**config.mk**
```make
export PLATFORM = sky130hd
export DESIGN_NAME = vlw_queue
export DESIGN_NICKNAME = d
export VERILOG_FILES = /design/src/voxel_label_writer_core_macros.svh /design/src/vlw_pkg.sv /design/src/vlw_queue.sv
export SDC_FILE = /design/constraint.sdc
export NUM_CORES = 1
export LEC_CHECK = 0
export BUFFER_PORTS_ARGS = -buffer_cell sky130_fd_sc_hd__buf_2
export CAP_MARGIN = 20
export CORE_ASPECT_RATIO = 1.75
export CORE_MARGIN = 2
export CORE_UTILIZATION = 50
export CTS_CLUSTER_DIAMETER = 200
export DETAILED_ROUTE_END_ITERATION = 8
export PLACE_DENSITY = 0.7
export RECOVER_POWER = 25
export SYNTH_ARGS = -nofsm -noshare
export SYNTH_HDL_FRONTEND = slang
export SYNTH_SLANG_ARGS = --single-unit
```
**constraint.sdc**
```tcl
create_clock -name clock -period 2.3 [get_ports clock]
set_input_delay 0 -clock clock [delete_from_list [all_inputs] [get_ports clock]]
set_output_delay 0 -clock clock [all_outputs]
set_load 0.03 [all_outputs]
```
**src/voxel_label_writer_core_macros.svh**
```systemverilog
// Assertion macros for the voxel label writer core.
// Included by the top level; depends on nothing else.
`ifndef VOXEL_LABEL_WRITER_CORE_MACROS_SVH
`define VOXEL_LABEL_WRITER_CORE_MACROS_SVH
`ifndef SYNTHESIS
// same-cycle implication
`define VLW_ASSERT_IMPLY(lbl, clk, rst, cond, prop) \
   lbl: assert property (@(posedge clk) disable iff (rst) (cond) |-> (prop)) \
      else $error("voxel label writer: same-cycle check failed");
// next-cycle implication
`define VLW_ASSERT_NEXT(lbl, clk, rst, cond, prop) \
   lbl: assert property (@(posedge clk) disable iff (rst) (cond) |=> (prop)) \
      else $error("voxel label writer: next-cycle check failed");
`else
`define VLW_ASSERT_IMPLY(lbl, clk, rst, cond, prop)
`define VLW_ASSERT_NEXT(lbl, clk, rst, cond, prop)
`endif
`endif

```
**src/vlw_pkg.sv**
```systemverilog
// Shared types, codes and constants of the voxel label writer.
// No dependencies; used by every other file of the block but the assertion macros.
package vlw_pkg;

   localparam int SIDE_MAX_DEFAULT = 64;
   localparam int QUEUE_DEPTH      = 4;

   localparam int COORD_W = 20;
   localparam int LABEL_W = 32;
   localparam int SIZE_W  = 7;
   localparam int REL_W   = 6;
   localparam int COUNT_W = 19;
   localparam int CSR_INDEX_W = 3;
   localparam int CSR_DATA_W  = 32;

   localparam logic [COUNT_W-1:0] COUNT_MAX = {COUNT_W{1'b1}};

   // operation codes
   localparam logic [1:0] OP_ANNOTATE = 2'd0;
   localparam logic [1:0] OP_WRITE    = 2'd1;
   localparam logic [1:0] OP_READ     = 2'd2;

   // conflict modes
   localparam logic [1:0] MODE_OVERWRITE = 2'd0;
   localparam logic [1:0] MODE_PRESERVE  = 2'd1;
   localparam logic [1:0] MODE_EXCEPTION = 2'd2;

   // result status codes
   localparam logic [2:0] STATUS_LABELLED    = 3'd0;
   localparam logic [2:0] STATUS_SAME        = 3'd1;
   localparam logic [2:0] STATUS_OVERWRITTEN = 3'd2;
   localparam logic [2:0] STATUS_PRESERVED   = 3'd3;
   localparam logic [2:0] STATUS_EXCEPTION   = 3'd4;
   localparam logic [2:0] STATUS_OUTSIDE     = 3'd5;
   localparam logic [2:0] STATUS_ACCESS      = 3'd6;

   // register indexes
   localparam logic [CSR_INDEX_W-1:0] REG_LABEL    = 3'd0;
   localparam logic [CSR_INDEX_W-1:0] REG_MODE     = 3'd1;
   localparam logic [CSR_INDEX_W-1:0] REG_ORIGIN_X = 3'd2;
   localparam logic [CSR_INDEX_W-1:0] REG_ORIGIN_Y = 3'd3;
   localparam logic [CSR_INDEX_W-1:0] REG_ORIGIN_Z = 3'd4;
   localparam logic [CSR_INDEX_W-1:0] REG_SIZE_X   = 3'd5;
   localparam logic [CSR_INDEX_W-1:0] REG_SIZE_Y   = 3'd6;
   localparam logic [CSR_INDEX_W-1:0] REG_SIZE_Z   = 3'd7;

   typedef struct packed {
      logic [LABEL_W-1:0] label;
      logic [1:0]         mode;
      logic [COORD_W-1:0] origin_x;
      logic [COORD_W-1:0] origin_y;
      logic [COORD_W-1:0] origin_z;
      logic [SIZE_W-1:0]  size_x;
      logic [SIZE_W-1:0]  size_y;
      logic [SIZE_W-1:0]  size_z;
   } cfg_type;

   // classified item handed from front to back (address travels beside it)
   typedef struct packed {
      logic [1:0]         op;
      logic               outside;
      logic [REL_W-1:0]   rel_x;
      logic [REL_W-1:0]   rel_y;
      logic [REL_W-1:0]   rel_z;
      logic [LABEL_W-1:0] write_value;
      logic               final_req;
   } item_type;

   typedef struct packed {
      logic clearing;
      logic resolving;
   } back_stat_type;

endpackage

```
**src/vlw_queue.sv**
```systemverilog
// Short first-word-fall-through queue between front and back end.
// Depends on vlw_pkg for its default depth.
module vlw_queue #(
   parameter int DATA_W = 8,
   parameter int DEPTH  = vlw_pkg::QUEUE_DEPTH
) (
   input  logic              clock,
   input  logic              reset,
   input  logic              push_valid,
   output logic              push_ready,
   input  logic [DATA_W-1:0] push_data,
   output logic              pop_valid,
   input  logic              pop_ready,
   output logic [DATA_W-1:0] pop_data
);

   localparam int PtrW = $clog2(DEPTH);
   localparam int CntW = $clog2(DEPTH + 1);

   logic [DATA_W-1:0] entry_ff [DEPTH];
   logic [PtrW-1:0]   wr_ptr_ff, wr_ptr_in, rd_ptr_ff, rd_ptr_in;
   logic [CntW-1:0]   count_ff, count_in;
   logic              push, pop;

   assign push_ready = count_ff != CntW'(DEPTH);
   assign pop_valid  = count_ff != '0;
   assign push = push_valid && push_ready;
   assign pop  = pop_valid && pop_ready;
   assign pop_data = entry_ff[rd_ptr_ff];

   // pointer and fill bookkeeping
   always_comb begin
      wr_ptr_in = wr_ptr_ff;
      rd_ptr_in = rd_ptr_ff;
      count_in  = count_ff;
      if (push) wr_ptr_in = (wr_ptr_ff == PtrW'(DEPTH - 1)) ? '0 : wr_ptr_ff + 1'b1;
      if (pop)  rd_ptr_in = (rd_ptr_ff == PtrW'(DEPTH - 1)) ? '0 : rd_ptr_ff + 1'b1;
      if (push && !pop) count_in = count_ff + 1'b1;
      else if (pop && !push) count_in = count_ff - 1'b1;
   end

   always_ff @(posedge clock) begin
      if (reset) begin
         wr_ptr_ff <= '0;
         rd_ptr_ff <= '0;
         count_ff  <= '0;
      end else begin
         wr_ptr_ff <= wr_ptr_in;
         rd_ptr_ff <= rd_ptr_in;
         count_ff  <= count_in;
      end
   end

   always_ff @(posedge clock) begin
      if (push) entry_ff[wr_ptr_ff] <= push_data;
   end

endmodule

```
==> results.json <==
{
  "ant_nets": 0,
  "most-common-layout-cells": "32 x edfxtp_1, 15 x buf_2, 9 x dlygate4sd3_1",
  "crit_fanout": 5,
  "cts_tree": "done",
  "root_buffer": "clkbuf_8",
  "postSynthCellCount": 90,
  "clock.fmax_mhz": 465.2,
  "peakVddDrop_mv": 0.7542,
  "seq_area_frac_synth_pct": 69.83,
  "clkTransAtPathRegs_ns": 0.07,
  "antenna_found_initial": 0,
  "required_ns": 2.53,
  "hold_path_end": "wr_ptr_ff[0]",
  "clk_latency_ns": 0.29,
  "worstPathArrival_ns": 2.37,
  "finClkSkew_ns": 0.005017,
  "rsz0062_at_grt": "no",
  "synth_mux_area_share_pct": 12.86,
  "rr_worst_depth": 8,
  "avgRoutedWirePerCell_um": 14.98,
  "yosys.area_share.simple_pct": 6.508,
  "regArea_sq_um": 1144,
  "r2r_slack_ns": 0.15,
  "syn_area_sq_um": 1634,
  "routabilityCongestion": 0.6304,
  "grt_pass1_wl_um": 4119,
  "area_delta_synth_final_pct": 20.60,
  "yosysWarnings": 0,
  "hold_violations": 0,
  "die_area_sq_um": 3759,
  "total_leakage_power_uw": 0.0007189,
  "die_h_um": 79.63,
  "wl_um": 2532,
  "synth_fa_ha_area_share_pct": 5.819,
  "ys.flop_type": "edfxtp_1",
  "rows": 27,
  "hp-start": "push_valid",
  "powerDensity_nw_per_um2": 1090,
  "fin_setup_tns_ns": 0,
  "synth_edf_count": 32,
  "timing.rr.end": "count_ff[2]",
  "cts.sinks": 41,
  "grt_max_degree": 13,
  "dr_total_vias": 854,
  "min_period_ns": 2.150,
  "drt-initial-drc-count": 22,
  "multi_input_area_sq_um": 469.2,
  "num-fill-cells": 255,
  "hpwl_um": 1734,
  "timing.final.ws_setup_ns": 0.1504,
  "fin_crit_sh_pct": 93.46,
  "dr.pass1.iters": 4,
  "synth_top_family_by_area": "multiplexers",
  "overflow": 0,
  "synth_xor_area_share_pct": 1.072,
  "htreeDepth": 2,
  "status": "completed",
  "pre_cts_ws_ns": 0.09104,
  "gr-usage-all-layers_pct": 16.43,
  "drive_gt1_share_pct": 33.33,
  "setup.worst_path.class": "flop to flop",
  "worst_pin_slew_ns": 0.5450,
  "core_area_sq_um": 3142,
  "final_nets": 144,
  "hold_path_class": "input port to flop",
  "die_width_um": 47.22,
  "first_global_vias": 901,
  "ys_ff_latch": 41,
  "synth_compound_area_share_pct": 2.144,
  "slew_violations": 0,
  "port_buffers": 21,
  "r2r_start": "count_ff[2]",
  "worstSetupStartpointType": "flop",
  "setup_viol": 0,
  "synth.avg_cell_area_sq_um": 18.16,
  "io_pins": 22,
  "synthDistinctLibCells": 26,
  "start_util_pct": 52.01,
  "ys_async_sr_fraction_pct": 0,
  "cts_setup_buffers": 0,
  "mostFrequentLayoutCell": "edfxtp_1",
  "cts_buffers": 5,
  "clockBufferDepth": 2,
  "hold-path-cell-count": 3,
  "drv_cap": 0,
  "hold-worst-slack_ns": 0.01296,
  "drcViolationCount": 0,
  "viasPerCell": 5.053,
  "crit_path_end_kind": "flop",
  "syn_nets": 109,
  "max_slew_margin_pct": 63.62,
  "num_antenna_cells": 0
}
==> power by group <==
| part | switching, uW | internal [uW] | total, uW |
|---|---|---|---|
| clock | 225 | 244 | 469 |
| sequential | 93.8 | 915 | 1010 |
| combinational | 372 | 298 | 670 |
==> worst max-delay path by stage <==
stage                 from          end  slack (ns)  depth (start not counted)
2_1_floorplan  count_ff[0]  count_ff[2]        0.03                          9
3_3_place_gp   count_ff[0]  count_ff[2]        0.23                          8
3_5_place_dp   count_ff[0]  count_ff[2]        0.09                          7
4_1_cts        count_ff[0]  count_ff[2]        0.07                          7
5_1_grt        count_ff[2]  count_ff[2]        0.05                          8
6_report       count_ff[2]  count_ff[2]        0.15                          8
==> kinds of logic after synthesis <==
group                    Yosys count
multiplexers                      11
AND/OR/NAND/NOR                   17
adder cells (fa/ha/maj)            7
XOR/XNOR                           2
flip-flops                        41
buffers and inverters              7
AO/OA/AOI/OAI                      5
==> metal layers <==
| metal | global-route usage (%) | share of wire [%] | vias to the layer above | wire [um] |
|---|---|---|---|---|
| met4 | 7.500 | 2.2 | 0 | 56 |
| met5 | 0 | 0 | - | 0 |
| li1 | - | - | 414 | - |
| met1 | 17.78 | 38 | 415 | 973 |
| met3 | 5.656 | 3.6 | 5 | 91 |
| met2 | 27.40 | 56 | 20 | 1411 |
==> layout make-up <==
cell class	count	share of cell area (%)
clock buffers	8	4.571
flip-flops and latches	41	58.03
multi-input cells	42	23.81
repair buffers	32	10.29
well taps	43	2.730
inverters	3	0.5714
==> repair_timing <==
action                                  4_1_cts  5_1_grt
endpoints found under the setup margin        0        1
hold buffers                                  9        0
gates resized for setup                       0        3
hold endpoints to repair                     34        0
==> sequential cells by signal, indices dropped and copies added, names as in the netlist, named ones only <==
register,flops
rd_ptr_ff,2
entry_ff,32
count_ff,3
wr_ptr_ff,2
==> through the flow <==
step	util (%)	cell area (sq um)	cells	power (uW)
floorplan	-	1634	90	1497
global placement	56.99	1790	152	1647
detailed placement	56.99	1790	152	1681
CTS	62.72	1971	169	2158
global route	62.72	1971	169	2271
finish	62.72	1971	169	2147
==> cells in the mapped netlist (all sizes together), types with 3 or more instances <==
cell type | instances | area [sq um]
edfxtp | 32 | 960.9
dfxtp | 9 | 180.2
mux4 | 8 | 180.2
ha | 6 | 75.07
and3 | 4 | 30.03
inv | 3 | 11.26
mux2i | 3 | 30.03
nor2 | 3 | 11.26
or3 | 3 | 21.27
==> critical path: stages, from the launching register on <==
cell and delay, ns:
dfxtp_1 0.40, or3b_1 0.38, and2_4 0.18, ha_1 0.22, inv_1 0.07, fa_1 0.18, xor2_1 0.09, or3_2 0.42
a21oi_1 0.15
(Power assumes the default switching activity.)
