### config.mk
export PLATFORM = sky130hd
export DESIGN_NAME = vlw_cfg_regs
export DESIGN_NICKNAME = d
export VERILOG_FILES = /design/src/voxel_label_writer_core_macros.svh /design/src/vlw_pkg.sv /design/src/vlw_cfg_regs.sv
export SDC_FILE = /design/constraint.sdc
export NUM_CORES = 1
export LEC_CHECK = 0
export BUFFER_PORTS_ARGS = -buffer_cell sky130_fd_sc_hd__buf_2
export CAP_MARGIN = 30
export CORE_MARGIN = 1.5
export CORE_UTILIZATION = 44
export CTS_CLUSTER_SIZE = 24
export DETAILED_ROUTE_END_ITERATION = 10
export HOLD_SLACK_MARGIN = 0.08
export PLACE_DENSITY = 0.78
export SLEW_MARGIN = 10
export SYNTH_ARGS = -nofsm -noshare
export SYNTH_HDL_FRONTEND = slang
export SYNTH_SLANG_ARGS = --single-unit
### constraint.sdc
create_clock -name clock -period 1.8 [get_ports clock]
set_clock_uncertainty 0.1 [all_clocks]
set_input_delay 0.36 -clock clock [delete_from_list [all_inputs] [get_ports clock]]
set_output_delay 0.36 -clock clock [all_outputs]
set_load 0.01 [all_outputs]
### src/voxel_label_writer_core_macros.svh
// Assertion macros for the voxel label writer core.
// Included by the top level; depends on nothing else.
`ifndef VOXEL_LABEL_WRITER_CORE_MACROS_SVH
`define VOXEL_LABEL_WRITER_CORE_MACROS_SVH
`ifndef SYNTHESIS
// same-cycle implication
`define VLW_ASSERT_IMPLY(lbl, clk, rst, cond, prop) \
   lbl: assert property (@(posedge clk) disable iff (rst) (cond) |-> (prop)) \
      else $error("voxel label writer: same-cycle check failed");
// next-cycle implication
`define VLW_ASSERT_NEXT(lbl, clk, rst, cond, prop) \
   lbl: assert property (@(posedge clk) disable iff (rst) (cond) |=> (prop)) \
      else $error("voxel label writer: next-cycle check failed");
`else
`define VLW_ASSERT_IMPLY(lbl, clk, rst, cond, prop)
`define VLW_ASSERT_NEXT(lbl, clk, rst, cond, prop)
`endif
`endif

### src/vlw_pkg.sv
// Shared types, codes and constants of the voxel label writer.
// No dependencies; used by every other file of the block but the assertion macros.
package vlw_pkg;

   localparam int SIDE_MAX_DEFAULT = 64;
   localparam int QUEUE_DEPTH      = 4;

   localparam int COORD_W = 20;
   localparam int LABEL_W = 32;
   localparam int SIZE_W  = 7;
   localparam int REL_W   = 6;
   localparam int COUNT_W = 19;
   localparam int CSR_INDEX_W = 3;
   localparam int CSR_DATA_W  = 32;

   localparam logic [COUNT_W-1:0] COUNT_MAX = {COUNT_W{1'b1}};

   // operation codes
   localparam logic [1:0] OP_ANNOTATE = 2'd0;
   localparam logic [1:0] OP_WRITE    = 2'd1;
   localparam logic [1:0] OP_READ     = 2'd2;

   // conflict modes
   localparam logic [1:0] MODE_OVERWRITE = 2'd0;
   localparam logic [1:0] MODE_PRESERVE  = 2'd1;
   localparam logic [1:0] MODE_EXCEPTION = 2'd2;

   // result status codes
   localparam logic [2:0] STATUS_LABELLED    = 3'd0;
   localparam logic [2:0] STATUS_SAME        = 3'd1;
   localparam logic [2:0] STATUS_OVERWRITTEN = 3'd2;
   localparam logic [2:0] STATUS_PRESERVED   = 3'd3;
   localparam logic [2:0] STATUS_EXCEPTION   = 3'd4;
   localparam logic [2:0] STATUS_OUTSIDE     = 3'd5;
   localparam logic [2:0] STATUS_ACCESS      = 3'd6;

   // register indexes
   localparam logic [CSR_INDEX_W-1:0] REG_LABEL    = 3'd0;
   localparam logic [CSR_INDEX_W-1:0] REG_MODE     = 3'd1;
   localparam logic [CSR_INDEX_W-1:0] REG_ORIGIN_X = 3'd2;
   localparam logic [CSR_INDEX_W-1:0] REG_ORIGIN_Y = 3'd3;
   localparam logic [CSR_INDEX_W-1:0] REG_ORIGIN_Z = 3'd4;
   localparam logic [CSR_INDEX_W-1:0] REG_SIZE_X   = 3'd5;
   localparam logic [CSR_INDEX_W-1:0] REG_SIZE_Y   = 3'd6;
   localparam logic [CSR_INDEX_W-1:0] REG_SIZE_Z   = 3'd7;

   typedef struct packed {
      logic [LABEL_W-1:0] label;
      logic [1:0]         mode;
      logic [COORD_W-1:0] origin_x;
      logic [COORD_W-1:0] origin_y;
      logic [COORD_W-1:0] origin_z;
      logic [SIZE_W-1:0]  size_x;
      logic [SIZE_W-1:0]  size_y;
      logic [SIZE_W-1:0]  size_z;
   } cfg_type;

   // classified item handed from front to back (address travels beside it)
   typedef struct packed {
      logic [1:0]         op;
      logic               outside;
      logic [REL_W-1:0]   rel_x;
      logic [REL_W-1:0]   rel_y;
      logic [REL_W-1:0]   rel_z;
      logic [LABEL_W-1:0] write_value;
      logic               final_req;
   } item_type;

   typedef struct packed {
      logic clearing;
      logic resolving;
   } back_stat_type;

endpackage

### src/vlw_cfg_regs.sv
// Configuration registers of the voxel label writer.
// Depends on vlw_pkg for the register layout and indexes.
module vlw_cfg_regs (
   input  logic                                clock,
   input  logic                                reset,
   input  logic                                csr_we,
   input  logic [vlw_pkg::CSR_INDEX_W-1:0]     csr_index,
   input  logic [vlw_pkg::CSR_DATA_W-1:0]      csr_data,
   output vlw_pkg::cfg_type                    cfg
);

   vlw_pkg::cfg_type cfg_ff, cfg_in;

   // register decode
   always_comb begin
      cfg_in = cfg_ff;
      if (csr_we) begin
         case (csr_index)
            vlw_pkg::REG_LABEL:    cfg_in.label    = csr_data[vlw_pkg::LABEL_W-1:0];
            vlw_pkg::REG_MODE:     cfg_in.mode     = csr_data[1:0];
            vlw_pkg::REG_ORIGIN_X: cfg_in.origin_x = csr_data[vlw_pkg::COORD_W-1:0];
            vlw_pkg::REG_ORIGIN_Y: cfg_in.origin_y = csr_data[vlw_pkg::COORD_W-1:0];
            vlw_pkg::REG_ORIGIN_Z: cfg_in.origin_z = csr_data[vlw_pkg::COORD_W-1:0];
            vlw_pkg::REG_SIZE_X:   cfg_in.size_x   = csr_data[vlw_pkg::SIZE_W-1:0];
            vlw_pkg::REG_SIZE_Y:   cfg_in.size_y   = csr_data[vlw_pkg::SIZE_W-1:0];
            vlw_pkg::REG_SIZE_Z:   cfg_in.size_z   = csr_data[vlw_pkg::SIZE_W-1:0];
            default:               cfg_in = cfg_ff;
         endcase
      end
   end

   always_ff @(posedge clock) begin
      if (reset) begin
         cfg_ff.label    <= vlw_pkg::LABEL_W'(1);
         cfg_ff.mode     <= vlw_pkg::MODE_OVERWRITE;
         cfg_ff.origin_x <= '0;
         cfg_ff.origin_y <= '0;
         cfg_ff.origin_z <= '0;
         cfg_ff.size_x   <= vlw_pkg::SIZE_W'(64);
         cfg_ff.size_y   <= vlw_pkg::SIZE_W'(64);
         cfg_ff.size_z   <= vlw_pkg::SIZE_W'(64);
      end else begin
         cfg_ff <= cfg_in;
      end
   end

   assign cfg = cfg_ff;

endmodule

==> insert_results.sql, run 1 <==
INSERT INTO impl_metrics (metric_group, metric, value, unit) VALUES
('cts', 'tritoncts.num_buffers', '17', ''),
('global_routing', 'pin_count_of_the_biggest_net_entering_global_routing', '76', ''),
('setup_path', 'critPathBufInv', '1', ''),
('global_routing', 'grt_first_pass_wirelength', '18000', 'µm'),
('cts', 'cts.htree.levels', '4', ''),
('layout', 'largest_register_ff_count', '115', ''),
('layout', 'multi_input_gate_area_in_the_final_layout', '2190', 'µm²'),
('floorplanning', 'floorplan.die_area', '11200', 'µm²'),
('layout', 'num_antenna_cells', '0', ''),
('sta', 'timing.setup.tns', '0', 'ps'),
('drt', 'drt-vias-per-instance', '4.74', ''),
('setup_path', 'signal_arrival_time_at_the_worst_endpoint', '1010', 'ps'),
('place', 'placement.io_buffers', '152', ''),
('sta', 'timing.final.setup_violations', '0', ''),
('layout', 'seq_area', '2300', 'µm²'),
('cts', 'cts.root.buffer_cell', 'clkbuf_8', ''),
('pwr', 'leakage_power', '3.26', 'nW'),
('setup_path', 'critical_path.slowest_cell', 'dfxtp_1', ''),
('logic_synthesis', 'post_syn_nets', '461', ''),
('floorplanning', 'top_level_ports', '153', ''),
('layout', 'final_cells', '738', ''),
('flow_run', 'timing.max_cap.violations', '0', ''),
('hold_path', 'hold_path_class', 'input pin to flop', ''),
('logic_synthesis', 'synth_largest_type_area_fraction', '0.495', ''),
('drt', 'route.detailed.drc', '0', ''),
('setup_path', 'cp_max_fo', '2', ''),
('logic_synthesis', 'synth.cell_area', '4650', 'µm²'),
('global_routing', 'grt_overflow_total', '0', ''),
('cts', 'worst_setup_hold_path_clk_slew', '60', 'ps'),
('setup_path', 'cp.required', '1340', 'ps'),
('cts', 'tritoncts_clock_tree', 'built', ''),
('setup_path', 'cp-start-kind', 'flop', ''),
('logic_synthesis', 'post_syn_instances', '423', ''),
('sta', 'period_minus_slack', '1470', 'ps'),
('place', 'dp_slack', '244', 'ps'),
('setup_path', 'critical_path.endpoint_type', 'output port', ''),
('layout', 'fin_area', '6370', 'µm²'),
('floorplanning', 'floorplan.core_area', '10300', 'µm²'),
('cts', 'clkLatencyLatePin', '500', 'ps'),
('floorplanning', 'initial_utilization', '0.453', ''),
('place', 'gp_routability_congestion', '0.789', ''),
('layout', 'fillers', '881', ''),
('setup_path', 'path_class', 'flop to output port', ''),
('logic_synthesis', 'synth_sequential_area_ratio', '0.495', ''),
('setup_path', 'timing.critical_path.cells', 'buf_2', ''),
('layout', 'final_layout_size_suffix_gt1_frac', '0.327', ''),
('logic_synthesis', 'synth_warnings', '0', ''),
('sta', 'setup_repair_after_global_routing_missed_its_margin', 'no', ''),
('place', 'dp.final_hpwl', '7310', 'µm'),
('status', 'status', 'finished clean', ''),
('pwr', 'worst_ir_drop_vdd', '0.557', 'mV'),
('global_routing', 'grt_antenna_before_repair', '0', ''),
('cts', 'clock_sink_count', '115', ''),
('layout', 'final_nets', '627', ''),
('floorplanning', 'dieHeight', '106', 'µm'),
('sta', 'final-hold-violation-count', '0', ''),
('logic_synthesis', 'synth_largest_area_cell', 'dfxtp_1', ''),
('sta', 'final-max-slew-violation-count', '0', ''),
('global_routing', 'number_of_global_route_vias_before_repair', '3595', ''),
('cts', 'ctsLongestPathBuffers', '2', ''),
('floorplanning', 'floorplan.die.width', '106', 'µm'),
('sta', 'timing_worst_slew_pin_value', '532', 'ps'),
('drt', 'totalWireLength', '11100', 'µm'),
('sta', 'max_slew_margin', '0.643', ''),
('logic_synthesis', 'yosys_register_bits', '115', ''),
('sta', 'max_freq', '0.681', 'GHz'),
('setup_path', 'max_stage_delay', '350', 'ps'),
('pwr', 'power_per_cell_area', '1050', 'nW/µm²'),
('logic_synthesis', 'postSynthAreaPerCell', '11.0', 'µm²'),
('drt', 'route.detailed.wl_per_inst', '15.1', 'µm'),
('place', 'placed_standard_cell_area', '5530', 'µm²'),
('cts', 'cts_resized', '0', ''),
('drt', 'iteration_0_drc_markers', '118', ''),
('drt', 'post_route_antenna_net_violation_count', '0', ''),
('logic_synthesis', 'ys_top_cells_by_area', 'dfxtp_1, mux2i_1, nand2b_1, clkbuf_1, buf_2', ''),
('drt', 'drt_pass1_iterations', '4', ''),
('sta', 'timing.final.crit_share', '0.815', ''),
('setup_path', 'critical-path-top-delay-family', 'flip-flops', ''),
('global_routing', 'grt_use_total', '0.209', ''),
('place', 'number_of_cells_in_the_design_after_placement', '687', ''),
('floorplanning', 'fp-row-count', '37', ''),
('drt', 'vias', '3496', ''),
('layout', 'area_growth_syn_to_layout', '36.8', '%'),
('logic_synthesis', 'synth.distinct_cells', '15', ''),
('sta', 'final.setup.worst_slack', '332', 'ps');
routing by layer:
| metal | wire length, µm | share of wire | GRT usage | up-vias |
|---|---|---|---|---|
| met5 | 0 | 0 | 0 | - |
| met4 | 219 | 0.020 | 0.0956 | 0 |
| met3 | 643 | 0.058 | 0.0792 | 19 |
| met2 | 5400 | 0.49 | 0.342 | 112 |
| met1 | 4850 | 0.44 | 0.242 | 1637 |
| li1 | - | - | - | 1728 |
synthesized netlist by cell type:
cell type / instances
nand2b_1: 143
nor2_1: 6
buf_4: 2
or4b_4: 1
buf_2: 10
mux2i_1: 115
buf_6: 4
nor4bb_1: 2
dfxtp_1: 115
nand4b_1: 3
nor4b_2: 1
buf_1: 1
clkbuf_1: 17
nand4bb_1: 2
nand4_1: 1
where the power goes:
part | switching (mW) | internal, mW
logic | 0.215 | 0.222
clock network | 1.22 | 2.40
registers | 0.0289 | 2.60
layout by cell type, fill, tap and decap left out, drive strengths merged:
master and count:
buf 162, nand2b 143, bufinv 5, clkinv 8, nand4bb 2, nor4bb 2, clkbuf 17, or4b 1
inv 2, nor4b 1, nand4b 3, nor2 6, mux2i 115, dfxtp 115, dlygate4sd3 19, nand4 1
worst register-to-register path: stages, from the launching register on:
cell      delay [ps]
dfxtp_1          330
nand2b_1          80
mux2i_1          160
path summary, 6_finish.rpt:
| path | start | endpoint | slack (ps) | cells after the start |
|---|---|---|---|---|
| worst max register to register | cfg[27] | cfg[27] | 1050 | 2 |
| worst min register to register | cfg[70] | cfg[70] | 370 | 2 |
| worst min-delay path | csr_data[12] | cfg[53] | 100 | 3 |
| worst max-delay path | cfg[21] | cfg[21] | 330 | 1 |
through the flow:
step	hold slack, ps	utilization	power, mW
floorplan	393	-	2.94
global placement	355	0.538	3.08
detailed placement	362	0.538	3.09
CTS	89.0	0.619	6.75
global route	88.1	0.619	6.94
finish	98.9	0.619	6.69
cell families after synthesis:
family        synth area share
buf+inv                 0.0382
flops                    0.495
mux                      0.247
simple gates             0.219
layout make-up:
class | instances | share of cell area
flip-flops and latches | 115 | 0.362
multi-input cells | 274 | 0.343
clock buffers | 17 | 0.0651
well taps | 136 | 0.0267
repair buffers | 181 | 0.167
clock inverters | 15 | 0.0362
timing repair:
action                    CTS  global route
setup buffers               0             0
hold buffers               19             0
hold endpoints to repair   21             0
Note: power is estimated with default switching activity, not from simulation.
==> run 2: changes to the inputs <==
Settings changed: ABC_AREA from default to 1.
Clock period 1.8 ns to 1.5 ns, I/O delays scaled along.
==> insert_results.sql, run 2 <==
INSERT INTO impl_metrics (metric_group, metric, value, unit) VALUES
('global_routing', 'grt_overflow_total', '0', ''),
('logic_synthesis', 'yosys_register_bits', '115', ''),
('cts', 'cts.root.buffer_cell', 'clkbuf_8', ''),
('logic_synthesis', 'netlist_top_cells_count', 'nor2_1, nand2_1, dfxtp_1', ''),
('drt', 'drt-vias-per-instance', '4.80', ''),
('pwr', 'totalPowerFinal', '8.43', 'mW'),
('pwr', 'leakage_power', '3.25', 'nW'),
('place', 'dp.final_hpwl', '8610', 'µm'),
('logic_synthesis', 'synth_async_sr_flop_share', '0', ''),
('setup_path', 'timing.critical_path.cells', 'buf_2', ''),
('layout', 'largest_register_ff_count', '115', ''),
('cts', 'postCtsSetupBuffers', '0', ''),
('sta', 'period_minus_slack', '1420', 'ps'),
('layout', 'final_nets', '880', ''),
('sta', 'timing.setup.tns', '0', 'ps'),
('global_routing', 'pin_count_of_the_biggest_net_entering_global_routing', '61', ''),
('drt', 'totalWireLength', '13500', 'µm'),
('logic_synthesis', 'synth_largest_type_area_fraction', '0.501', ''),
('logic_synthesis', 'synth_largest_area_cell', 'dfxtp_1', ''),
('setup_path', 'path_class', 'flop to output port', ''),
('cts', 'cts_resized', '0', ''),
('logic_synthesis', 'synth_sequential_area_ratio', '0.501', ''),
('layout', 'final_layout_size_suffix_gt1_frac', '0.249', ''),
('cts', 'clkLatencyLatePin', '510', 'ps'),
('cts', 'clock_sink_count', '115', ''),
('pwr', 'power_per_cell_area', '1300', 'nW/µm²'),
('sta', 'max_freq', '0.704', 'GHz'),
('setup_path', 'regToRegStartpoint', 'cfg[51]', ''),
('place', 'gp_routability_congestion', '0.833', ''),
('layout', 'fillers', '923', ''),
('cts', 'tritoncts.num_buffers', '17', ''),
('cts', 'tritoncts_clock_tree', 'built', ''),
('setup_path', 'critPathBufInv', '1', ''),
('global_routing', 'grt_first_pass_wirelength', '21700', 'µm'),
('logic_synthesis', 'top_reg_cell_synth', 'dfxtp_1', ''),
('setup_path', 'critical-path-top-delay-family', 'flip-flops', ''),
('logic_synthesis', 'synth-edff-count', '0', ''),
('hold_path', 'worstHoldStart', 'csr_index[2]', ''),
('sta', 'setup_repair_after_global_routing_missed_its_margin', 'no', ''),
('drt', 'drt_pass1_iterations', '5', ''),
('setup_path', 'cp-start-kind', 'flop', ''),
('sta', 'final-hold-violation-count', '0', ''),
('layout', 'most_frequent_cells_in_the_layout', 'nor2_1, buf_2, nand2_1', ''),
('sta', 'timing.final.setup_violations', '0', ''),
('sta', 'timing.final.crit_share', '0.947', ''),
('setup_path', 'signal_arrival_time_at_the_worst_endpoint', '1020', 'ps'),
('floorplanning', 'floorplan.die_area', '11100', 'µm²'),
('logic_synthesis', 'post_syn_instances', '671', ''),
('layout', 'fin_area', '6480', 'µm²'),
('layout', 'area_growth_syn_to_layout', '41.2', '%'),
('drt', 'post_route_antenna_net_violation_count', '0', ''),
('status', 'status', 'finished clean', ''),
('floorplanning', 'dieHeight', '105', 'µm'),
('hold_path', 'hold_path_class', 'input pin to flop', ''),
('logic_synthesis', 'synth.distinct_cells', '12', ''),
('floorplanning', 'floorplan.core_area', '10200', 'µm²'),
('logic_synthesis', 'ys_top_cells_by_area', 'dfxtp_1, nor2_1, nand3_1, nand2_1, inv_1', ''),
('setup_path', 'critical_path.endpoint_type', 'output port', ''),
('cts', 'number_of_hold_buffers_added_after_cts', '21', ''),
('setup_path', 'max_stage_delay', '360', 'ps'),
('place', 'placed_standard_cell_area', '5620', 'µm²'),
('setup_path', 'critical_path.slowest_cell', 'dfxtp_1', ''),
('sta', 'final-max-slew-violation-count', '0', ''),
('global_routing', 'number_of_global_route_vias_before_repair', '4488', ''),
('cts', 'worst_setup_hold_path_clk_slew', '60', 'ps'),
('logic_synthesis', 'postSynthAreaPerCell', '6.84', 'µm²'),
('logic_synthesis', 'synth.most_common_cell', 'nor2_1', ''),
('floorplanning', 'floorplan.die.width', '105', 'µm'),
('global_routing', 'grt_antenna_before_repair', '0', ''),
('setup_path', 'cp_max_fo', '2', ''),
('logic_synthesis', 'synth.cell_area', '4590', 'µm²'),
('cts', 'ctsLongestPathBuffers', '2', ''),
('pwr', 'worst_ir_drop_vdd', '0.547', 'mV'),
('logic_synthesis', 'post_syn_nets', '709', ''),
('drt', 'iteration_0_drc_markers', '348', ''),
('layout', 'layout.cells.most_common', 'nor2_1', ''),
('setup_path', 'critical_path_startpoint', 'cfg[82]', ''),
('setup_path', 'cp.required', '1100', 'ps'),
('cts', 'cts.htree.levels', '4', ''),
('floorplanning', 'fp-row-count', '37', ''),
('sta', 'timing_worst_slew_pin_value', '354', 'ps'),
('drt', 'route.detailed.drc', '0', ''),
('drt', 'vias', '4755', ''),
('layout', 'num_antenna_cells', '0', ''),
('floorplanning', 'initial_utilization', '0.449', ''),
('logic_synthesis', 'synth_warnings', '0', ''),
('drt', 'route.detailed.wl_per_inst', '13.6', 'µm'),
('global_routing', 'grt_use_total', '0.251', ''),
('floorplanning', 'top_level_ports', '153', ''),
('flow_run', 'timing.max_cap.violations', '0', ''),
('sta', 'max_slew_margin', '0.764', ''),
('place', 'placement.io_buffers', '152', '');
run 2: area by class of cell:
type                            count  area, µm²  area share
Timing Repair Buffer              194       1270       0.195
Clock buffer                       19        442      0.0682
Sequential cell                   115       2300       0.355
Clock inverter                     13        206      0.0319
Tap cell                          136        170      0.0263
Multi-Input combinational cell    475       1950       0.300
Inverter                           39        148      0.0228
run 2: worst paths after layout:
check,slack (ps),cells past startpoint,to
min,90,5,cfg[85]
max reg2reg,780,2,cfg[51]
max,80,1,cfg[82]
min reg2reg,370,2,cfg[5]
run 2: per-layer routing:
layer / vias to the layer above / part of all wire / track usage
met5: - / 0 / 0
met4: 0 / 0.021 / 0.119
met3: 24 / 0.083 / 0.0667
met2: 194 / 0.49 / 0.410
met1: 2118 / 0.41 / 0.305
li1: 2419 / - / -
run 2: report_power, final:
part,internal [mW],switching [mW]
Clock,2.95,1.44
Combinational,0.329,0.494
Sequential,3.16,0.0544
run 2: logic make-up after synthesis:
logic type,synth area share
AO/OA/AOI/OAI,0.00327
AND/OR/NAND/NOR,0.418
flip-flops,0.501
buffers and inverters,0.0774
run 2: metrics by stage:
step,worst slack [ps],util,hold slack (ps),instances
5_1_grt,43.2,0.633,121,991
2_1_floorplan,346,-,313,671
3_3_place_gp,184,0.549,355,938
6_report,79.5,0.633,93.4,991
4_1_cts,62.0,0.633,80.1,991
3_5_place_dp,135,0.549,365,938
==> run 3: changes to the inputs <==
--- a/config.mk
+++ b/config.mk
@@ -15,4 +15,5 @@
 export HOLD_SLACK_MARGIN = 0.08
 export PLACE_DENSITY = 0.78
+export SKIP_LAST_GASP = 1
 export SLEW_MARGIN = 10
 export SYNTH_ARGS = -nofsm -noshare
--- a/constraint.sdc
+++ b/constraint.sdc
@@ -3,3 +3,3 @@
 set_input_delay 0.3 -clock clock [delete_from_list [all_inputs] [get_ports clock]]
 set_output_delay 0.3 -clock clock [all_outputs]
-set_load 0.01 [all_outputs]
+set_load 0.05 [all_outputs]
==> insert_results.sql, run 3 (synthesized netlist as in run 2, its figures left out) <==
INSERT INTO impl_metrics (metric_group, metric, value, unit) VALUES
('status', 'status', 'finished clean', ''),
('setup_path', 'cp_max_fo', '2', ''),
('place', 'dp.final_hpwl', '8610', 'µm'),
('global_routing', 'pin_count_of_the_biggest_net_entering_global_routing', '61', ''),
('cts', 'cts.htree.levels', '4', ''),
('setup_path', 'r2r_cells', '2', ''),
('layout', 'final_nets', '880', ''),
('sta', 'timing_worst_slew_pin_value', '353', 'ps'),
('place', 'gp_routability_congestion', '0.833', ''),
('setup_path', 'signal_arrival_time_at_the_worst_endpoint', '1070', 'ps'),
('pwr', 'totalPowerFinal', '8.82', 'mW'),
('drt', 'drt-vias-per-instance', '4.91', ''),
('drt', 'vias', '4861', ''),
('layout', 'area_growth_syn_to_layout', '48.6', '%'),
('sta', 'final.setup.worst_slack', '30.4', 'ps'),
('floorplanning', 'initial_utilization', '0.449', ''),
('setup_path', 'max_stage_delay', '390', 'ps'),
('setup_path', 'critPathBufInv', '1', ''),
('setup_path', 'critical_path.slowest_cell', 'dfxtp_1', ''),
('layout', 'most_frequent_cells_in_the_layout', 'nor2_1, nand2_1, dfxtp_1', ''),
('sta', 'setup_repair_after_global_routing_missed_its_margin', 'yes', ''),
('global_routing', 'grt.busiest_layer', 'met2', ''),
('global_routing', 'grt_first_pass_wirelength', '22300', 'µm'),
('setup_path', 'cp-start-kind', 'flop', ''),
('floorplanning', 'fp-row-count', '37', ''),
('cts', 'worst_setup_hold_path_clk_slew', '60', 'ps'),
('global_routing', 'grt_overflow_total', '0', ''),
('global_routing', 'grt.met1_usage', '0.306', ''),
('setup_path', 'timing.critical_path.cells', 'buf_6', ''),
('setup_path', 'worst_r2r_endpoint', 'cfg[51]', ''),
('global_routing', 'use_met2', '0.423', ''),
('layout', 'final_layout_size_suffix_gt1_frac', '0.249', ''),
('place', 'dp_slack', '135', 'ps'),
('layout', 'largest_register_ff_count', '115', ''),
('cts', 'clkLatencyLatePin', '500', 'ps'),
('drt', 'route.detailed.drc', '0', ''),
('setup_path', 'regToRegStartpoint', 'cfg[51]', ''),
('floorplanning', 'floorplan.die_area', '11100', 'µm²'),
('sta', 'timing.setup.tns', '0', 'ps'),
('drt', 'route.detailed.wl_per_inst', '13.9', 'µm'),
('flow_run', 'timing.max_cap.violations', '0', ''),
('sta', 'period_minus_slack', '1470', 'ps'),
('place', 'placement.io_buffers', '152', ''),
('setup_path', 'r2r_setup_slack', '770', 'ps'),
('floorplanning', 'dieHeight', '105', 'µm'),
('setup_path', 'cp.required', '1100', 'ps'),
('sta', 'final-max-slew-violation-count', '0', ''),
('global_routing', 'grt_antenna_before_repair', '0', ''),
('global_routing', 'grt_use_total', '0.257', ''),
('hold_path', 'hold_path_class', 'input pin to flop', ''),
('cts', 'ctsLongestPathBuffers', '2', ''),
('hold_path', 'timing.hold.worst_path_depth', '5', ''),
('floorplanning', 'floorplan.die.width', '105', 'µm'),
('drt', 'drt_pass1_iterations', '5', ''),
('pwr', 'leakage_power', '3.27', 'nW'),
('sta', 'timing.final.setup_violations', '0', ''),
('floorplanning', 'floorplan.core_area', '10200', 'µm²'),
('global_routing', 'globalRouteMet3Util', '0.0649', ''),
('sta', 'max_freq', '0.680', 'GHz'),
('setup_path', 'critical-path-top-delay-family', 'flip-flops', ''),
('cts', 'clock_sink_count', '115', ''),
('cts', 'tritoncts.num_buffers', '17', ''),
('pwr', 'power_per_cell_area', '1290', 'nW/µm²'),
('drt', 'iteration_0_drc_markers', '342', ''),
('pwr', 'worst_ir_drop_vdd', '0.543', 'mV'),
('setup_path', 'critical_path.endpoint_type', 'output port', ''),
('sta', 'final-hold-violation-count', '0', ''),
('drt', 'totalWireLength', '13800', 'µm'),
('layout', 'layout.cells.most_common', 'nor2_1', ''),
('hold_path', 'worstHoldStart', 'csr_index[2]', ''),
('sta', 'timing.final.crit_share', '0.980', ''),
('cts', 'postCtsSetupBuffers', '0', ''),
('global_routing', 'number_of_global_route_vias_before_repair', '4630', ''),
('drt', 'post_route_antenna_net_violation_count', '0', ''),
('floorplanning', 'top_level_ports', '153', ''),
('cts', 'cts.root.buffer_cell', 'clkbuf_8', ''),
('layout', 'num_antenna_cells', '0', ''),
('sta', 'max_slew_margin', '0.764', ''),
('setup_path', 'path_class', 'flop to output port', ''),
('hold_path', 'holdPathEnd', 'cfg[85]', ''),
('cts', 'tritoncts_clock_tree', 'built', '');
run 3: where the power goes:
group,leakage [nW],internal [mW],switching [mW]
clock,0.314,2.95,1.42
sequential,0.935,3.16,0.0627
combinational,2.02,0.399,0.820
total,3.27,6.51,2.31
run 3: what timing repair did:
action / 4_1_cts / 5_1_grt
hold endpoints to repair: 33 / 0
resized for setup: 116 / 13
hold buffers: 21 / 0
setup endpoints to repair: 115 / 13
run 3: how the worst max path moves through the flow:
stage            startpoint  endpoint  slack, ps  depth (start not counted)
2_1_floorplan        csr_we   cfg[82]        340                          7
3_3_place_gp         csr_we   cfg[53]        180                          7
3_5_place_dp   csr_index[2]   cfg[75]        140                          7
4_1_cts             cfg[82]   cfg[82]        -10                          1
5_1_grt             cfg[56]   cfg[56]         -6                          1
6_report            cfg[83]   cfg[83]         30                          1
run 3: metrics by stage:
stage	util	instance area (µm²)	cells	hold slack [ps]
after floorplan	-	4590	671	313
after global placement	0.549	5620	938	355
after detailed placement	0.549	5620	938	365
after CTS	0.662	6770	991	80.1
after global routing	0.667	6820	991	124
final	0.667	6820	991	108
run 3: per-layer routing:
layer | wire (µm) | part of all wire | vias to the layer above
li1 | - | - | 2418
met1 | 5680 | 0.41 | 2195
met2 | 6670 | 0.48 | 210
met3 | 1010 | 0.073 | 38
met4 | 401 | 0.029 | 0
met5 | 0 | 0 | -
run 3: layout make-up:
| cell class | instances | area (µm²) |
|---|---|---|
| fillers | 849 | 3410 |
| flip-flops and latches | 115 | 2300 |
| clock buffers | 19 | 442 |
| clock inverters | 13 | 206 |
| multi-input cells | 475 | 1950 |
| inverters | 39 | 148 |
| well taps | 136 | 170 |
| repair buffers | 194 | 1610 |
